<file path="config.mk">
export PLATFORM = sky130hd
export DESIGN_NAME = srv_mul
export DESIGN_NICKNAME = d
export VERILOG_FILES = /design/src/rtl/srv_pkg.sv /design/src/rtl/srv_mul.sv
export SDC_FILE = /design/constraint.sdc
export NUM_CORES = 2
export LEC_CHECK = 0
export BUFFER_PORTS_ARGS = -buffer_cell sky130_fd_sc_hd__buf_2
export CAP_MARGIN = 40
export CORE_ASPECT_RATIO = 0.6
export CORE_MARGIN = 4
export CORE_UTILIZATION = 60
export CTS_CLUSTER_DIAMETER = 120
export DETAILED_ROUTE_END_ITERATION = 12
export GPL_TIMING_DRIVEN = 0
export PLACE_DENSITY = 0.89
export SYNTH_ARGS = -nofsm -noshare
export SYNTH_HDL_FRONTEND = slang
export SYNTH_SLANG_ARGS = --single-unit
</file>
<file path="constraint.sdc">
create_clock -name clk -period 11.51 [get_ports clk]
set_input_delay 1.7265 -clock clk [delete_from_list [all_inputs] [get_ports clk]]
set_output_delay 1.7265 -clock clk [all_outputs]
set_load 0.1 [all_outputs]
</file>
<file path="src/rtl/srv_pkg.sv">
`timescale 1ns / 1ps
// Shared widths, gains and register codes for the Schroeder reverb.
package srv_pkg;

  // internal arithmetic and storage widths
  localparam int SW = 40;  // working value width
  localparam int DW = 32;  // delay line entry width
  localparam int MA = 34;  // multiplier operand A
  localparam int MB = 24;  // multiplier operand B
  localparam int MP = MA + MB;

  localparam int GSH = 16;  // gains are Q0.16
  localparam int SMP_W = 16;
  localparam int PCT_W = 7;
  localparam int LEN_W = 17;
  localparam int NLINES = 7;
  localparam int NALLPASS = 3;

  localparam logic [PCT_W-1:0] PCT_FULL = 7'd100;

  // floor(u / 100) = (u * RECIP_100) >> RECIP_SH, exact for u < 6.1e6
  localparam logic signed [MB-1:0] RECIP_100 = 24'sd5368710;
  localparam int RECIP_SH = 29;
  localparam int QUOT_W = 22;  // |num| >> FRAC_BITS stays below 2^22

  localparam logic signed [MB-1:0] G_AP = 24'sd45875;  // 0.7
  localparam logic signed [MB-1:0] K_AP = 24'sd33423;  // 1 - 0.49

  localparam logic signed [MB-1:0] COMB_GAIN [4] = '{
    24'sd50659, 24'sd52560, 24'sd49349, 24'sd48038
  };

  localparam logic [LEN_W-1:0] LEN_RESET [NLINES] = '{
    17'd347, 17'd113, 17'd37, 17'd1687, 17'd1601, 17'd2053, 17'd2251
  };

  localparam logic [2:0] CFG_DRY_WET = 3'd0;
  localparam logic [2:0] CFG_LEN_BASE = 3'd1;  // first line length register

endpackage

</file>
<file path="src/rtl/srv_mul.sv">
`timescale 1ns / 1ps
// Shared signed multiplier with registered product.
module srv_mul (
  input  logic                         clk,
  input  logic signed [srv_pkg::MA-1:0] a,
  input  logic signed [srv_pkg::MB-1:0] b,
  output logic signed [srv_pkg::MP-1:0] p
);
  import srv_pkg::*;

  logic signed [MP-1:0] p_r;

  always_ff @(posedge clk) begin
    p_r <= MP'(a) * MP'(b);
  end

  assign p = p_r;
endmodule

</file>
=== Yosys cells after proc, flatten, opt, wreduce, memory -nomap -nowiden ===
Cells that the tools add are included.

* Bits of input ports: 59
* Register bits after elaboration: 58
* Output and inout port bits: 58

* Multipliers: 1

{| class="wikitable"
|+ Operator list
! kind !! count
|-
| multiplier 34 x 24 -> 58 bit || 1
|}

=== Longest topological paths before layout ===
* Depth in word-level cells: 1
* Gate-level depth with buffers: 27
* Mapped depth without buffers: 25

=== Worst setup path after synthesis ===
No wires, ideal clock.

* Kind: input port to flip-flop
* Start: in a[33] (netlist bit)
* End: reg p_r[56], in the netlist p[56]
* Buffers on the path: 1
* Setup slack: 2.533 ns
* Stages on the path: 21
* Arrival: 8.843 ns
* Cells stage by stage: clkbuf_1 -> nand2_1 -> inv_1 -> fa_1 -> fa_1 -> inv_1 -> fa_1 -> inv_1 -> fa_1 -> fa_1 -> fa_1 -> fa_1 -> ha_1 -> a21o_2 -> a21o_1 -> a21o_1 -> or2_2 -> or4b_1 -> o211a_1 -> mux2i_1 -> or4_1

* Cells in the longest elaborated chain, start to end: 1

{| class="wikitable"
|+ Ends and longest elaborated chain
! item !! RTL line !! source
|-
| start, declared || srv_mul.sv:5 || <nowiki>input logic signed [srv_pkg::MA-1:0] a,</nowiki>
|-
| multiplier 34 x 24 -> 58 bit || srv_mul.sv:14 || <nowiki>p_r <= MP'(a) * MP'(b);</nowiki>
|-
| end signal, assigned || srv_mul.sv:14 ||
|-
| end, declared || srv_mul.sv:11 || <nowiki>logic signed [MP-1:0] p_r;</nowiki>
|}

Every way passes these cells.

=== Final worst setup path ===
* Start: in b[17] (netlist bit)
* End: reg p_r[57], in the netlist p[57]

* Cells in the longest elaborated chain, start to end: 1

{| class="wikitable"
|+ Ends and longest elaborated chain
! item !! RTL line !! source
|-
| start, declared || srv_mul.sv:6 || <nowiki>input logic signed [srv_pkg::MB-1:0] b,</nowiki>
|-
| multiplier 34 x 24 -> 58 bit || srv_mul.sv:14 ||
|}

Every way passes these cells.

==> flow_summary.yaml <==
final_layout:
  register_area_mm2: 0.00116
  multi_input_area_mm2: 0.0249
  fillers: 3979
  fin_nets: 4344
  drive_above_1_share_pct: 5.08
  areaGrowthSynthToFinish_pct: 6.04
  largest_reg_flops: 58
run_status:
  status: "finished, final reports clean"
clock_network:
  post_cts_resized: 0
  cts.hold.buffers_added: 0
  numCtsBuffers: 9
  cts_setup_buffers: 0
  cts_buffer_depth: 2
  cts_tree: "yes"
  htree_levels: 3
  cts.sinks: 58
  clockRootBuffer: "clkbuf_16"
  clk_pin_slew_ps: 60
logic_synthesis:
  netlist_top_cells_count: "fa_1, inv_1, nand2_1, and2_1, ha_1"
  ys_warn_count: 0
  yosysSeqAreaShare_pct: 3.91
  syn_nets: 4212
  postSynthCellCount: 3172
  ys_types: 65
  yosysTopAreaCellShare_pct: 55.8
  ys.flop_type: "dfxtp_1"
  synth_most_common_cell: "fa_1"
  synth-seq-cells: 58
  synth_top_area_cell: "fa_1"
  yosys-top-cells-area: "fa_1, inv_1, and2_1"
  syn_area_mm2: 0.0297
  syn_area_per_cell_um2: 9.35
  async_reset_ff_share_pct: 0
  synth_edf_count: 0
grt:
  grt_max_degree: 12
  grt_pass1_wl_um: 164000
  overflow: 0
  grtUsageTotal_pct: 43.5
  grt_pass1_vias: 24100
  antenna_found_initial: 8
sta:
  maxSlewHeadroom_pct: 29.3
  finalSetupViolCount: 0
  setup_tns_ps: 0
  worstMarginPinSlew_ps: 1060
  period_share_pct: 89.8
  hold_viol: 0
  fmax_mhz: 96.7
  period_minus_slack_ps: 10340
  rsz0062_at_grt: "no"
  slew_violations: 0
placement:
  place_congestion: 1.08
  numPortBuffers: 109
  hpwlAfterDp_um: 95700
floorplanning:
  die_area_mm2: 0.0532
  fp.dieH_um: 180
  io-pin-count: 117
  row_count: 62
  core_mm2: 0.0483
  die_width_um: 295
  start_util_pct: 61.4
route:
  drc: 0
  dr.pass1.iters: 6
  num_vias: 22900
  wl_per_cell_um: 27.9
  drt_iter0_drc: 2647
  finalWirelength_um: 110000
  via_per_inst: 5.80
  ant_nets: 0
setup_path:
  worstSetupPathType: "in2reg"
  worstSetupStartpointType: "input pin"
  critPathArrivalTime_ps: 10560
  cp_max_fo: 10
  worstPathRequired_ps: 11730
  setup.worst_path.end_class: "flip-flop"
worst_hold_path:
  hp-start: "a[0]"
  min_path_cells: 2
  hold_path_class: "in2reg"
  min_to: "p[0]"
flow_run:
  drv_cap: 0
[final cells by class]
class,count,area share (%)
diodes,4,0.0318
plain buffers,164,2.05
clock buffers,11,0.772
clock inverters,5,0.171
inverters,797,9.51
multi-input cells,2153,79.0
flip-flops and latches,58,3.69
well taps,640,2.55
repair buffers,121,2.18
[metrics by stage]
| stage | instances | setup slack, ps | instance area (um^2) | utilization, % | hold slack [ps] |
|---|---|---|---|---|---|
| 2_1_floorplan | 3172 | 2530 | 29700 | - | 1850 |
| 3_3_place_gp | 3921 | 1210 | 31000 | 64.2 | 2030 |
| 3_5_place_dp | 3933 | 1260 | 31100 | 64.4 | 2030 |
| 4_1_cts | 3949 | 1530 | 31400 | 65.1 | 1680 |
| 5_1_grt | 3950 | 1020 | 31400 | 65.1 | 1690 |
| 6_report | 3953 | 1170 | 31500 | 65.1 | 1700 |
[placed cells by master (no fill, tap or decap), types with 25 or more instances in the layout]
cell	n
fa_1	827
inv_1	796
nand2_1	436
and2_1	385
ha_1	154
clkbuf_1	149
buf_2	118
a21oi_1	64
dfxtp_1	58
xnor2_1	49
nor2_1	47
o21ai_0	25
[cell families (layout without fill, tap and decap cells)]
family,after synthesis,count (layout),share of synthesized area [%]
adder cells (fa/ha/maj),981,981,62.3
buffers and inverters,961,1098,12.3
AND/OR/NAND/NOR,933,933,15.7
AO/OA/AOI/OAI,173,173,3.89
XOR/XNOR,65,65,1.92
flip-flops,58,58,3.91
multiplexers,1,1,0.0337
other,0,4,0
[per-layer routing]
layer  vias to the layer above  share of wire [%]  GRT usage [%]
li1                       9326                  -              -
met1                     11600                 41           62.8
met2                      1866                 34           48.7
met3                       149                 24           37.3
met4                        12                1.7           5.98
met5                         -               0.29           4.25
[worst max path at each step]
stage,startpoint,slack (ps),depth (start not counted),end
after detailed placement,a[33],1260,22,p[56]
after global placement,b[6],1210,24,p[57]
after CTS,a[33],1530,22,p[56]
after global routing,b[17],1020,23,p[57]
final,b[17],1170,23,p[57]
after floorplan,a[33],2530,21,p[56]
[critical path, stage by stage]
cell	delay, ps
clkbuf_1	620
clkbuf_1	810
nand2_1	150
fa_1	520
inv_1	60
fa_1	490
fa_1	690
fa_1	520
fa_1	630
fa_1	550
inv_1	50
fa_1	480
inv_1	40
ha_1	390
and4_1	300
nor3b_1	270
nand3_1	110
a2111oi_1	740
a21o_1	300
a211oi_1	170
o41ai_1	560
a21oi_1	190
xnor2_1	170
Power is not shown: default switching activity piles up to over one toggle a cycle in this logic, so the estimate is an artifact.
